### src/rtl/core/bfc_pkg.sv
// Package for the packed-BCD coprocessor: beat structs, command and opcode codes,
// sequencer state and pass kinds, and the decimal byte add and subtract.
// No dependencies.
package bfc_pkg;

    typedef struct packed {
        logic [1:0] command;
        logic [7:0] opcode;
        logic [4:0] byte_address;
        logic [7:0] write_data;
    } bfc_in_t;

    typedef struct packed {
        logic [7:0] read_data;
        logic [6:0] status;
    } bfc_out_t;

    localparam logic [1:0] CMD_READ  = 2'd0;
    localparam logic [1:0] CMD_WRITE = 2'd1;
    localparam logic [1:0] CMD_PORT1 = 2'd2;
    localparam logic [1:0] CMD_PORT2 = 2'd3;

    // Port-1 opcodes.
    localparam logic [7:0] OP1_X_FROM_T = 8'h04;
    localparam logic [7:0] OP1_Y_FROM_T = 8'h05;
    localparam logic [7:0] OP1_XCHG_TX  = 8'h08;
    localparam logic [7:0] OP1_CLR_X    = 8'h10;
    localparam logic [7:0] OP1_CLR_Y    = 8'h11;
    localparam logic [7:0] OP1_SWAP_XY  = 8'h80;

    // Port-2 opcodes with an arithmetic or copy action.
    localparam logic [7:0] OP2_EXP_ADD   = 8'h00;
    localparam logic [7:0] OP2_EXP_SUB   = 8'h01;
    localparam logic [7:0] OP2_XSUBY_A   = 8'h41;
    localparam logic [7:0] OP2_XSUBY_B   = 8'hC1;
    localparam logic [7:0] OP2_YSUBX_A   = 8'h43;
    localparam logic [7:0] OP2_YSUBX_B   = 8'hC3;
    localparam logic [7:0] OP2_XADDY_A   = 8'hC0;
    localparam logic [7:0] OP2_XADDY_B   = 8'hC2;
    localparam logic [7:0] OP2_COPY_X    = 8'hD0;

    localparam logic [1:0] SHIFT_RIGHT = 2'b10;
    localparam logic [1:0] SHIFT_LEFT  = 2'b11;

    // Register regions inside the shared byte memory.
    localparam logic [1:0] RG_X = 2'd0;
    localparam logic [1:0] RG_Y = 2'd1;
    localparam logic [1:0] RG_T = 2'd2;

    // Fixed layout: mantissa bytes 0..6, exponent bytes 7..8.
    localparam int MANT_LAST = 6;
    localparam int EXP_LO    = 7;
    localparam int EXP_HI    = 8;

    localparam int ST_ZERO_BIT  = 6;
    localparam int ST_HALF_BIT  = 4;
    localparam int ST_CARRY_BIT = 0;

    typedef enum logic [2:0] {
        ST_IDLE,
        ST_PASS,
        ST_RDA,
        ST_RDB,
        ST_WR,
        ST_WR2,
        ST_HOSTRD,
        ST_DONE
    } bfc_state_t;

    typedef enum logic [2:0] {
        K_COPY,
        K_XCHG,
        K_CLEAR,
        K_ARITH,
        K_INC
    } bfc_kind_t;

    typedef struct packed {
        logic [7:0] value;
        logic       cout;
        logic       half;
    } bcd_res_t;

    function automatic bcd_res_t bcd_add(input logic [7:0] a, input logic [7:0] b);
        logic [4:0] s_lo;
        logic [3:0] lo;
        logic       c;
        logic [9:0] s;
        logic [9:0] s_adj;
        bcd_res_t   r;
        s_lo = {1'b0, a[3:0]} + {1'b0, b[3:0]};
        if (s_lo > 5'd9)
        begin
            lo = s_lo[3:0] + 4'd6;
            c  = 1'b1;
        end
        else
        begin
            lo = s_lo[3:0];
            c  = 1'b0;
        end
        s = {6'd0, lo} + {2'd0, a[7:4], 4'd0} + {2'd0, b[7:4], 4'd0} + {5'd0, c, 4'd0};
        s_adj = s + 10'h060;
        r.half = c;
        if (s > 10'h09F)
        begin
            r.value = s_adj[7:0];
            r.cout  = 1'b1;
        end
        else
        begin
            r.value = s[7:0];
            r.cout  = 1'b0;
        end
        return r;
    endfunction

    function automatic bcd_res_t bcd_sub(input logic [7:0] a, input logic [7:0] b);
        logic signed [5:0]  dl;
        logic [5:0]         dl_adj;
        logic [3:0]         lo;
        logic               c;
        logic signed [10:0] d;
        logic [10:0]        d_adj;
        bcd_res_t           r;
        dl = $signed({2'd0, a[3:0]}) - $signed({2'd0, b[3:0]});
        dl_adj = dl - 6'sd6;
        if ((dl < 6'sd0) || (dl > 6'sd9))
        begin
            lo = dl_adj[3:0];
            c  = 1'b1;
        end
        else
        begin
            lo = dl[3:0];
            c  = 1'b0;
        end
        d = $signed({7'd0, lo}) + $signed({3'd0, a[7:4], 4'd0})
            - $signed({3'd0, b[7:4], 4'd0}) - $signed({6'd0, c, 4'd0});
        d_adj = d - 11'sd96;
        r.half = c;
        if ((d < 11'sd0) || (d > 11'sd159))
        begin
            r.value = d_adj[7:0];
            r.cout  = 1'b1;
        end
        else
        begin
            r.value = d[7:0];
            r.cout  = 1'b0;
        end
        return r;
    endfunction

endpackage

### src/rtl/core/bcd_float_coprocessor.sv
// Top level of the packed-BCD coprocessor: X, Y and T live in one byte-wide
// synchronous memory that a byte-serial sequencer reads, modifies and writes back.
// Depends on bfc_pkg.
//
//  channel   ports                     handshake
//  --------  ------------------------  ----------------------------------------
//  command   start, request            beat taken when start is high, busy low
//  result    done, response            one beat per command, valid one cycle
//
// A host read or write touches one byte. Other commands run byte passes: a copy,
// clear or exponent step reads and writes each byte, an add or subtract reads
// both operands before its write, and an exchange reads two bytes and writes
// two. The longest item is the 16-byte exchange of T and X. Reset clears control
// state and the per-entry valid bits, so every byte reads zero until written.
// The result cannot be stalled.
module bcd_float_coprocessor #(
    parameter int REG_BYTES = 16
) (
    input  logic              clk,
    input  logic              rst_n,
    input  logic              start,
    input  bfc_pkg::bfc_in_t  request,
    output logic              busy,
    output logic              done,
    output bfc_pkg::bfc_out_t response
);
    import bfc_pkg::*;

    localparam int IW    = $clog2(REG_BYTES);
    localparam int AW    = IW + 2;
    localparam int DEPTH = 3 * (2 ** IW);
    localparam logic [IW-1:0] LAST_IDX  = IW'(REG_BYTES - 1);
    localparam logic [IW-1:0] MANT_IDX  = IW'(MANT_LAST);
    localparam logic [IW-1:0] EXPLO_IDX = IW'(EXP_LO);
    localparam logic [IW-1:0] EXPHI_IDX = IW'(EXP_HI);

    typedef struct packed {
        logic          active;
        bfc_kind_t     kind;
        logic [1:0]    ra;
        logic [1:0]    rb;
        logic [1:0]    rw;
        logic [IW-1:0] first;
        logic [IW-1:0] last;
        logic          down;
        logic          shr;
        logic          shl;
        logic          sub;
        logic          expz;
    } pass_t;

    function automatic pass_t pass_for(input logic [1:0] cmd, input logic [7:0] op,
                                       input logic [1:0] stage);
        pass_t p;
        p = '0;
        p.kind = K_COPY;
        p.last = LAST_IDX;
        if (cmd == CMD_PORT1 && stage == 2'd0)
        begin
            case (op)
                OP1_X_FROM_T:
                begin
                    p.active = 1'b1; p.ra = RG_T; p.rw = RG_X;
                end
                OP1_Y_FROM_T:
                begin
                    p.active = 1'b1; p.ra = RG_T; p.rw = RG_Y;
                end
                OP1_XCHG_TX:
                begin
                    p.active = 1'b1; p.kind = K_XCHG; p.ra = RG_X; p.rb = RG_T;
                end
                OP1_CLR_X:
                begin
                    p.active = 1'b1; p.kind = K_CLEAR; p.rw = RG_X; p.last = EXPHI_IDX;
                end
                OP1_CLR_Y:
                begin
                    p.active = 1'b1; p.kind = K_CLEAR; p.rw = RG_Y; p.last = EXPHI_IDX;
                end
                OP1_SWAP_XY:
                begin
                    p.active = 1'b1; p.kind = K_XCHG; p.ra = RG_X; p.rb = RG_Y;
                    p.last = EXPHI_IDX;
                end
                default: p.active = 1'b0;
            endcase
        end
        else if (cmd == CMD_PORT2)
        begin
            case (stage)
                2'd0:
                begin
                    // Load T, folding the digit shift into the same pass.
                    p.active = 1'b1;
                    p.ra = op[1] ? RG_Y : RG_X;
                    p.rw = RG_T;
                    p.shr = (op[3:2] == SHIFT_RIGHT);
                    p.shl = (op[3:2] == SHIFT_LEFT);
                    if (p.shl)
                    begin
                        p.down  = 1'b1;
                        p.first = LAST_IDX;
                        p.last  = '0;
                    end
                end
                2'd1:
                begin
                    p.active = op[4];
                    p.kind = K_INC; p.ra = RG_T; p.rw = RG_T;
                    p.first = EXPLO_IDX; p.last = EXPHI_IDX;
                    p.sub = op[0]; p.expz = 1'b1;
                end
                2'd2:
                begin
                    p.kind = K_ARITH; p.rw = RG_T;
                    case (op)
                        OP2_EXP_ADD, OP2_EXP_SUB:
                        begin
                            p.active = 1'b1; p.ra = RG_X; p.rb = RG_Y;
                            p.first = EXPLO_IDX; p.last = EXPHI_IDX;
                            p.sub = op[0]; p.expz = 1'b1;
                        end
                        OP2_XSUBY_A, OP2_XSUBY_B:
                        begin
                            p.active = 1'b1; p.ra = RG_X; p.rb = RG_Y;
                            p.last = MANT_IDX; p.sub = 1'b1;
                        end
                        OP2_YSUBX_A, OP2_YSUBX_B:
                        begin
                            p.active = 1'b1; p.ra = RG_Y; p.rb = RG_X;
                            p.last = MANT_IDX; p.sub = 1'b1;
                        end
                        OP2_XADDY_A, OP2_XADDY_B:
                        begin
                            p.active = 1'b1; p.ra = RG_X; p.rb = RG_Y;
                            p.last = MANT_IDX;
                        end
                        OP2_COPY_X:
                        begin
                            p.active = 1'b1; p.kind = K_COPY; p.ra = RG_X;
                            p.last = EXPHI_IDX;
                        end
                        default: p.active = 1'b0;
                    endcase
                end
                default: p.active = 1'b0;
            endcase
        end
        return p;
    endfunction

    bfc_state_t    state_reg, state_next;
    logic [1:0]    cmd_reg, cmd_next;
    logic [7:0]    op_reg, op_next;
    logic [1:0]    stage_reg, stage_next;
    logic [IW-1:0] idx_reg, idx_next;
    logic [7:0]    a_reg, a_next;
    logic [3:0]    nib_reg, nib_next;
    logic          c_reg, c_next;
    logic          zacc_reg, zacc_next;
    logic          rdok_reg, rdok_next;
    logic          zero_reg, zero_next;
    logic          carry_reg, carry_next;
    logic          half_reg, half_next;

    logic [7:0]    mem [DEPTH];
    logic          valid_reg [DEPTH];
    logic [7:0]    mem_q_reg;
    logic          vld_q_reg;
    logic [AW-1:0] raddr, waddr;
    logic [7:0]    wdata;
    logic          we;
    logic [7:0]    rdata;

    pass_t         cur;
    bcd_res_t      res;
    logic [7:0]    opa, opb, bb;
    logic          advance;
    logic [1:0]    req_region;

    assign rdata = vld_q_reg ? mem_q_reg : 8'd0;
    assign cur   = pass_for(cmd_reg, op_reg, stage_reg);
    assign req_region = request.byte_address[4] ? RG_Y : RG_X;

    always_ff @(posedge clk)
    begin
        if (we)
        begin
            mem[waddr] <= wdata;
        end
        mem_q_reg <= mem[raddr];
    end

    always_ff @(posedge clk or negedge rst_n)
    begin
        if (!rst_n)
        begin
            for (int i = 0; i < DEPTH; i++)
            begin
                valid_reg[i] <= 1'b0;
            end
            vld_q_reg <= 1'b0;
        end
        else
        begin
            if (we)
            begin
                valid_reg[waddr] <= 1'b1;
            end
            vld_q_reg <= valid_reg[raddr];
        end
    end

    always_ff @(posedge clk or negedge rst_n)
    begin
        if (!rst_n)
        begin
            state_reg <= ST_IDLE;
            cmd_reg   <= CMD_READ;
            op_reg    <= 8'd0;
            stage_reg <= 2'd0;
            idx_reg   <= '0;
            c_reg     <= 1'b0;
            zacc_reg  <= 1'b0;
            rdok_reg  <= 1'b0;
            zero_reg  <= 1'b0;
            carry_reg <= 1'b0;
            half_reg  <= 1'b0;
        end
        else
        begin
            state_reg <= state_next;
            cmd_reg   <= cmd_next;
            op_reg    <= op_next;
            stage_reg <= stage_next;
            idx_reg   <= idx_next;
            c_reg     <= c_next;
            zacc_reg  <= zacc_next;
            rdok_reg  <= rdok_next;
            zero_reg  <= zero_next;
            carry_reg <= carry_next;
            half_reg  <= half_next;
        end
    end

    always_ff @(posedge clk)
    begin
        a_reg   <= a_next;
        nib_reg <= nib_next;
    end

    always_comb
    begin
        state_next = state_reg;
        cmd_next   = cmd_reg;
        op_next    = op_reg;
        stage_next = stage_reg;
        idx_next   = idx_reg;
        a_next     = a_reg;
        nib_next   = nib_reg;
        c_next     = c_reg;
        zacc_next  = zacc_reg;
        rdok_next  = rdok_reg;
        zero_next  = zero_reg;
        carry_next = carry_reg;
        half_next  = half_reg;
        raddr      = {cur.ra, idx_reg};
        waddr      = {cur.rw, idx_reg};
        wdata      = 8'd0;
        we         = 1'b0;
        advance    = 1'b0;
        busy       = 1'b1;
        done       = 1'b0;
        response.read_data = 8'd0;
        response.status    = 7'd0;
        response.status[ST_ZERO_BIT]  = zero_reg;
        response.status[ST_HALF_BIT]  = half_reg;
        response.status[ST_CARRY_BIT] = carry_reg;
        opa = (cur.kind == K_INC) ? rdata : a_reg;
        opb = (cur.kind == K_INC) ? 8'd0 : rdata;
        bb  = opb + {7'd0, c_reg};
        res = cur.sub ? bcd_sub(opa, bb) : bcd_add(opa, bb);

        case (state_reg)
            ST_IDLE:
            begin
                busy = 1'b0;
                raddr = {req_region, request.byte_address[IW-1:0]};
                if (start)
                begin
                    cmd_next   = request.command;
                    op_next    = request.opcode;
                    stage_next = 2'd0;
                    rdok_next  = ({1'b0, request.byte_address[3:0]} < 5'(REG_BYTES));
                    case (request.command)
                        CMD_READ: state_next = ST_HOSTRD;
                        CMD_WRITE:
                        begin
                            waddr = {req_region, request.byte_address[IW-1:0]};
                            wdata = request.write_data;
                            we    = rdok_next;
                            state_next = ST_DONE;
                        end
                        default: state_next = ST_PASS;
                    endcase
                end
            end
            ST_PASS:
            begin
                if (stage_reg == 2'd3)
                begin
                    state_next = ST_DONE;
                end
                else if (cur.active)
                begin
                    idx_next  = cur.first;
                    c_next    = (cur.kind == K_INC);
                    zacc_next = 1'b0;
                    nib_next  = 4'd0;
                    state_next = ST_RDA;
                end
                else
                begin
                    stage_next = stage_reg + 2'd1;
                end
            end
            ST_RDA:
            begin
                raddr = {cur.ra, idx_reg};
                if (cur.kind == K_ARITH || cur.kind == K_XCHG)
                begin
                    state_next = ST_RDB;
                end
                else
                begin
                    state_next = ST_WR;
                end
            end
            ST_RDB:
            begin
                a_next = rdata;
                raddr  = {cur.rb, idx_reg};
                state_next = ST_WR;
            end
            ST_WR:
            begin
                we = 1'b1;
                case (cur.kind)
                    K_COPY:
                    begin
                        wdata   = rdata;
                        advance = 1'b1;
                        // Digits move across bytes only within the mantissa.
                        if (idx_reg <= MANT_IDX)
                        begin
                            if (cur.shr)
                            begin
                                wdata    = {rdata[3:0], nib_reg};
                                nib_next = rdata[7:4];
                            end
                            else if (cur.shl)
                            begin
                                wdata    = {nib_reg, rdata[7:4]};
                                nib_next = rdata[3:0];
                            end
                        end
                    end
                    K_XCHG:
                    begin
                        waddr = {cur.ra, idx_reg};
                        wdata = rdata;
                        state_next = ST_WR2;
                    end
                    K_CLEAR:
                    begin
                        wdata   = 8'd0;
                        advance = 1'b1;
                    end
                    K_ARITH, K_INC:
                    begin
                        wdata      = res.value;
                        c_next     = res.cout;
                        half_next  = res.half;
                        carry_next = res.cout;
                        zacc_next  = zacc_reg | (|res.value) | (cur.expz & res.cout);
                        zero_next  = !zacc_next;
                        advance    = 1'b1;
                    end
                    default: advance = 1'b1;
                endcase
            end
            ST_WR2:
            begin
                we      = 1'b1;
                waddr   = {cur.rb, idx_reg};
                wdata   = a_reg;
                advance = 1'b1;
            end
            ST_HOSTRD:
            begin
                done = 1'b1;
                response.read_data = rdok_reg ? rdata : 8'd0;
                state_next = ST_IDLE;
            end
            ST_DONE:
            begin
                done = 1'b1;
                state_next = ST_IDLE;
            end
            default: state_next = ST_IDLE;
        endcase

        // Each byte step finishes its write before the next read is issued,
        // so a read never overlaps a pending write to the same entry.
        if (advance)
        begin
            if (idx_reg == cur.last)
            begin
                stage_next = stage_reg + 2'd1;
                state_next = ST_PASS;
            end
            else
            begin
                idx_next   = cur.down ? (idx_reg - 1'b1) : (idx_reg + 1'b1);
                state_next = ST_RDA;
            end
        end
    end

endmodule

### config.mk
export PLATFORM = sky130hd
export DESIGN_NAME = bcd_float_coprocessor
export DESIGN_NICKNAME = d
export VERILOG_FILES = /design/src/rtl/core/bfc_pkg.sv /design/src/rtl/core/bcd_float_coprocessor.sv
export SDC_FILE = /design/constraint.sdc
export NUM_CORES = 1
export LEC_CHECK = 0
export BUFFER_PORTS_ARGS = -buffer_cell sky130_fd_sc_hd__buf_4
export CORE_MARGIN = 1.5
export CORE_UTILIZATION = 36
export CTS_CLUSTER_SIZE = 10
export DETAILED_ROUTE_END_ITERATION = 8
export GPL_TIMING_DRIVEN = 0
export SLEW_MARGIN = 20
export SYNTH_ARGS = -nofsm -noshare
export SYNTH_HDL_FRONTEND = slang
export SYNTH_SLANG_ARGS = --single-unit
### constraint.sdc
create_clock -name clk -period 10.8 [get_ports clk]
set_input_delay 0.54 -clock clk [delete_from_list [all_inputs] [get_ports clk]]
set_output_delay 0.54 -clock clk [all_outputs]
set_load 0.1 [all_outputs]
# After elaboration in Yosys (flattened, before gate mapping)
# Memories as Yosys holds them, arrays and structs flattened. A register that Yosys moved wholly into a read port is not among the register bits.
# Index checks and enable logic that the tools add are counted.
[totals]
wordCells = 275
in_bits = 26
memories = 1
out_inout_bits = 17
ramBits = 384
latch_bits = 0
regBits = 86
rom_bits = 0
[memory_table]
columns = ["name", "depth", "word_bits", "read_ports", "rd_ports_with_merged_regs", "write_ports", "line_no", "rtl"]
rows = [
  ["mem", 48, 8, 1, 1, 1, "bcd_float_coprocessor.sv:167", "logic [7:0] mem [DEPTH];"],
]
[classes]
n_reduce_logical = 35
n_div = 0
shifts = 0
n_mul = 0
n_eq_ne = 42
n_mux = 103
addsub = 16
n_bitwise = 6
n_lt_le_gt_ge = 10
[ops]
columns = ["cell", "n"]
rows = [
  ["2-to-1 mux 8 bit", 10],
  ["2-to-1 mux 4 bit", 16],
  ["== test 8 bit (second input constant)", 6],
  ["OR 48 bit", 1],
  ["one-hot mux 8 bit (3 select lines)", 2],
  ["one-hot mux 10 bit (3 select lines)", 1],
  ["2-to-1 mux 1 bit", 27],
  ["2-to-1 mux 3 bit", 9],
  ["2-to-1 mux 9 bit", 3],
  ["2-to-1 mux 23 bit", 1],
  ["2-to-1 mux 10 bit", 2],
  ["adder 4 x 8 -> 9 bit", 2],
  ["2-to-1 mux 6 bit", 3],
  ["one-hot mux 3 bit (6 select lines)", 1],
  ["one-hot mux 6 bit (3 select lines)", 1],
  ["OR reduction 2 bit", 9],
  ["OR reduction 6 bit", 3],
  ["== test 8 x 3 -> 1 bit (second input constant)", 2],
  ["== test 8 x 5 -> 1 bit (second input constant)", 2],
  ["== test 8 x 7 -> 1 bit (second input constant)", 2],
  ["2-to-1 mux 2 bit", 8],
  ["one-hot mux 2 bit (2 select lines)", 4],
  ["one-hot mux 4 bit (2 select lines)", 2],
  ["== test 3 bit (second input constant)", 5],
  ["60 further kinds", 90],
]

# Longest topological paths before layout
[depth]
depth_word = 25
mapped_depth = 31
depth_no_buf = 30

# Worst setup path before layout
# No wires, ideal clock.
[synth_timing]
path_kind = "register to register"
startpoint = "register op_reg[2]"
endpoint = "memory mem[0][5], data pin"
setup_ns = 0.478
path_buffers = 2
t_arrival_ns = 7.313
stages_incl_launch_ff = 31
setup_slack_ns = 3.009
path_cell_list = "dfrtp_1 clkbuf_1 nor4_1 a41oi_1 or2_2 nand2_1 nor2_1 nor2_1 ha_1 ha_1 xor2_1 ha_1 buf_4 xnor2_1 ha_1 nor2b_1 a31oi_1 o21ai_0 nand2_1 ha_1 ha_1 xnor2_1 xnor2_1 inv_1 ha_1 nand2_1 o41a_1 a2111oi_4 mux2i_1 nor2_1 o221ai_1"
[synth_between]
elab_chain_len = 21
word_cells_on_any_way = 66
[synth_rtl]
columns = ["element", "line_no", "rtl"]
rows = [
  ["start: declaration", "bcd_float_coprocessor.sv:155", "logic [7:0] op_reg, op_next;"],
  ["start signal: assignment", "bcd_float_coprocessor.sv:235", "op_reg <= op_next;"],
  ["== test 8 bit", "bcd_float_coprocessor.sv:117", "case (op)"],
  ["2-to-1 mux 2 bit", "bcd_float_coprocessor.sv:117", ""],
  ["one-hot mux 3 bit (2 select lines)", "bcd_float_coprocessor.sv:91", "case (stage)"],
  ["2-to-1 mux 23 bit", "bcd_float_coprocessor.sv:89", "else if (cmd == CMD_PORT2)"],
  ["2-to-1 mux 10 bit", "bcd_float_coprocessor.sv:58", "if (cmd == CMD_PORT1 && stage == 2'd0)"],
  ["== test 3 bit", "bcd_float_coprocessor.sv:280, bcd_float_coprocessor.sv:281, bcd_float_coprocessor.sv:349", ""],
  ["2-to-1 mux 8 bit", "bcd_float_coprocessor.sv:281", "opb = (cur.kind == K_INC) ? 8'd0 : rdata;"],
  ["adder 8 x 1 -> 8 bit", "bcd_float_coprocessor.sv:282", "bb = opb + {7'd0, c_reg};"],
  ["(+6 left out)", "n/a", ""],
  ["subtractor 10 x 6 -> 11 bit", "bfc_pkg.sv:139", "- $signed({3'd0, b[7:4], 4'd0}) - $signed({6'd0, c, 4'd0});"],
  ["< comparator 11 x 1 -> 1 bit or > comparator 11 x 9 -> 1 bit (tied branches)", "bfc_pkg.sv:142", "if ((d < 11'sd0) || (d > 11'sd159))"],
  ["logical OR 1 bit", "bfc_pkg.sv:142", ""],
  ["2-to-1 mux 9 bit", "bfc_pkg.sv:142", ""],
  ["2-to-1 mux 10 bit", "bcd_float_coprocessor.sv:283", "res = cur.sub ? bcd_sub(opa, bb) : bcd_add(opa, bb);"],
  ["one-hot mux 8 bit (3 select lines) *", "bcd_float_coprocessor.sv:349", "case (cur.kind)"],
  ["one-hot mux 8 bit (3 select lines) *", "bcd_float_coprocessor.sv:285", "case (state_reg)"],
  ["net wdata[5]", "bcd_float_coprocessor.sv:172", "logic [7:0] wdata;"],
  ["end: declaration", "bcd_float_coprocessor.sv:167", ""],
]
# Mark *: on every way through the listed nets, which the timed path passes. The rest lies on a longest branch.

# Final worst setup path
[layout_timing]
startpoint = "register op_reg[2]"
endpoint = "memory mem[37][6], data pin"
# Same word-level chain as after synthesis.

==> results.sh <==
export IMPL_path_common_cell="ha_1"
export IMPL_min_path_type="in -> async"
export IMPL_violations="hold timing"
export IMPL_fin_hold_ws_ps=-21.3
export IMPL_post_cts_buffers=0
export IMPL_setup_tns_ps=0
export IMPL_fp_dieArea_mm2=0.0621
export IMPL_internal_power_mw=4.99
export IMPL_insertedDiodeCount=0
export IMPL_yosysUniqueCellTypes=88
export IMPL_ir_drop_v=0.000148
export IMPL_pwr_share_seq=0.292
export IMPL_cp_max_fo=12
export IMPL_drtAntennaViolNets=0
export IMPL_post_route_period_util=0.804
export IMPL_viasPerCell=5.55
export IMPL_rows=90
export IMPL_syn_to_final_growth_pct=14.9
export IMPL_grt_overflow_total=0
export IMPL_dp_slack_ps=2240
export IMPL_status="finished, violations left"
export IMPL_antenna_found_initial=2
export IMPL_required_ps=11250
export IMPL_syn_area_per_cell_um2=14.6
export IMPL_drive_above_1_share=0.204
export IMPL_grt_max_degree=75
export IMPL_swShare=0.407
export IMPL_drc=0
export IMPL_grt_first_pass_wirelength_um=83700
export IMPL_fmax_mhz=115
export IMPL_p_clk_frac=0.203
export IMPL_switchingPower_mw=3.43
export IMPL_drt_first_pass_iters=6
export IMPL_hpwl_um=38400
export IMPL_finalPower_mw=8.41
export IMPL_start_util=0.363
export IMPL_cts_root_buf="clkbuf_16"
export IMPL_io_pins=43
export IMPL_synth_most_common_cell="edfxtp_1"
export IMPL_worst_path_largest_cell_delay_ps=650
export IMPL_synth_area_leaders="edfxtp_1, mux4_2, dfrtp_1, nand2_1, ha_1"
export IMPL_totalWireLength_um=55500
export IMPL_yosysTopAreaCellShare=0.545
export IMPL_ys_async_sr_fraction=0.155
export IMPL_synth_edff_count=396
export IMPL_yosysTopAreaCell="edfxtp_1"
export IMPL_power_leakage_nw=8.85
export IMPL_fp_dieH_um=249
export IMPL_grt_setup_unrepaired="no"
export IMPL_gp_congestion=0.907
export IMPL_cpMaxStageDelayCell="nor4_1"
export IMPL_first_iter_violations=1336
export IMPL_grt_usage=0.178
export IMPL_ctsResizeCount=0
export IMPL_report_final_setup_viol=0
export IMPL_clk_latency_ps=600
export IMPL_maxSlewViolCount=0
export IMPL_hold_viol_final=17
export IMPL_clockBufferDepth=3
export IMPL_synth_cells=1492
export IMPL_ys_flop_type="edfxtp_1"
export IMPL_holdBufCountCts=0
export IMPL_finalInstanceArea_mm2=0.0251
export IMPL_synth_area_mm2=0.0218
export IMPL_fp_coreArea_mm2=0.0601
export IMPL_placed_area_mm2=0.0234
export IMPL_die_w_um=249
export IMPL_synth_warnings=0
export IMPL_yosysSeqAreaShare=0.637
export IMPL_yosys_top_cells_count="edfxtp_1, nand2_1, nor2_1"
export IMPL_path_clk_slew_ps=60
export IMPL_setup_slack_ps=2120
export IMPL_worstSetupEndpointType="flip-flop"
export IMPL_tightest_slew_ps=1210
export IMPL_nFillCells=5445
export IMPL_largest_reg_flops=384
export IMPL_max_cap_violations=0
export IMPL_final_nets=1673
export IMPL_wl_per_cell_um=22.8
export IMPL_clock_sinks=478
export IMPL_ys_ff_latch=478
export IMPL_period_needed_ps=8680
export IMPL_pwr_share_comb=0.504
export IMPL_ctsHtreeMaxLevel=2
export IMPL_worstSetupPathType="reg -> reg"
export IMPL_startpoint_type="flip-flop"
export IMPL_slew_limit_headroom=0.187
export IMPL_skew_ps=18.6
export IMPL_num_vias=13500
export IMPL_port_buffers=38
export IMPL_cts_tree="built"
export IMPL_cp_arrival_ps=9130
export IMPL_grt_pass1_vias=13400
export IMPL_power_density_mw_per_mm2=335
export IMPL_numCtsBuffers=55
==> worst paths after layout <==
| kind | from | to | slack (ps) | cells after the start |
|---|---|---|---|---|
| max reg2reg | op_reg[2]$_DFFE_PN0P_ | mem[37][6]$_DFFE_PP_ | 2120 | 31 |
| max | op_reg[2]$_DFFE_PN0P_ | mem[37][6]$_DFFE_PP_ | 2120 | 31 |
| min reg2reg | valid_reg[22]$_DFFE_PN0P_ | valid_reg[22]$_DFFE_PN0P_ | 460 | 1 |
| max in group asynchronous | rst_n | valid_reg[33]$_DFFE_PN0P_ | 10190 | 1 |
| min in group clk | request[16] | op_reg[3]$_DFFE_PN0P_ | 170 | 2 |
| min | rst_n | valid_reg[16]$_DFFE_PN0P_ | -20 | 1 |
==> worst max-delay path, delay by kind of cell (launching register included) <==
kind / cells / cell delay [ps]
simple gates: 6 / 1540
mux: 1 / 350
xor+xnor: 3 / 510
compound gates: 8 / 2570
fa+ha+maj: 5 / 1400
flops: 1 / 400
buf+inv: 8 / 1740
==> per-layer routing <==
metal,vias to the layer above,wire (um),GRT usage
met3,104,4400,0.0413
met2,525,26000,0.285
met5,-,57,0
li1,6001,-,-
met1,6843,23600,0.241
met4,4,1490,0.0577
==> cells in the final DEF (no fill, tap or decap), types with 11 or more instances in the layout <==
| cell | count |
|---|---|
| a211oi_1 | 24 |
| a21oi_1 | 41 |
| a31oi_1 | 28 |
| and2_1 | 27 |
| buf_4 | 62 |
| clkbuf_1 | 83 |
| clkbuf_16 | 55 |
| dfrtp_1 | 74 |
| edfxtp_1 | 396 |
| ha_1 | 38 |
| inv_1 | 45 |
| mux2_2 | 13 |
| mux2i_1 | 11 |
| mux4_2 | 108 |
| nand2_1 | 142 |
| nand2b_1 | 14 |
| nand3_1 | 31 |
| nor2_1 | 109 |
| nor3_1 | 19 |
| o211ai_1 | 15 |
| o21ai_0 | 31 |
| or2_2 | 48 |
| xnor2_1 | 13 |
==> metrics by stage <==
| step | cells | util |
|---|---|---|
| 2_1_floorplan | 1495 | - |
| 3_5_place_dp | 2329 | 0.390 |
| 5_1_grt | 2430 | 0.417 |
| 4_1_cts | 2430 | 0.417 |
| 6_report | 2430 | 0.417 |
| 3_3_place_gp | 2315 | 0.384 |
==> power groups by stage <==
| stage | clock [mW] | sequential [mW] | combinational [mW] |
|---|---|---|---|
| 2_1_floorplan | 0 | 2.48 | 2.91 |
| 3_3_place_gp | 0 | 2.54 | 4.00 |
| 3_5_place_dp | 0 | 2.49 | 4.21 |
| 4_1_cts | 1.74 | 2.46 | 4.22 |
| 5_1_grt | 1.81 | 2.47 | 4.58 |
| 6_report | 1.71 | 2.46 | 4.24 |
==> final cells by class <==
cell class / instances / area, um^2 / area share
Clock buffer: 95 / 1550 / 0.0617
Multi-Input combinational cell: 894 / 7470 / 0.298
Sequential cell: 478 / 13900 / 0.554
Buffer: 78 / 389 / 0.0155
Inverter: 45 / 169 / 0.00673
Clock inverter: 6 / 96.3 / 0.00384
Timing Repair Buffer: 52 / 531 / 0.0212
Tap cell: 782 / 978 / 0.0390
==> kinds of logic (layout without fill, tap and decap cells) <==
family / count (synthesis) / in the layout / synth area share
adders and majority gates: 43 / 43 / 0.0264
xor gates and xnor gates: 16 / 16 / 0.00642
and+or+nand+nor: 453 / 453 / 0.101
other: 1 / 4 / 0.000172
buffers and inverters: 123 / 276 / 0.0256
AOI/OAI and AO/OA: 243 / 243 / 0.0792
DFF: 478 / 478 / 0.637
muxes: 135 / 135 / 0.125
Note: power is estimated with default switching activity, not from simulation.
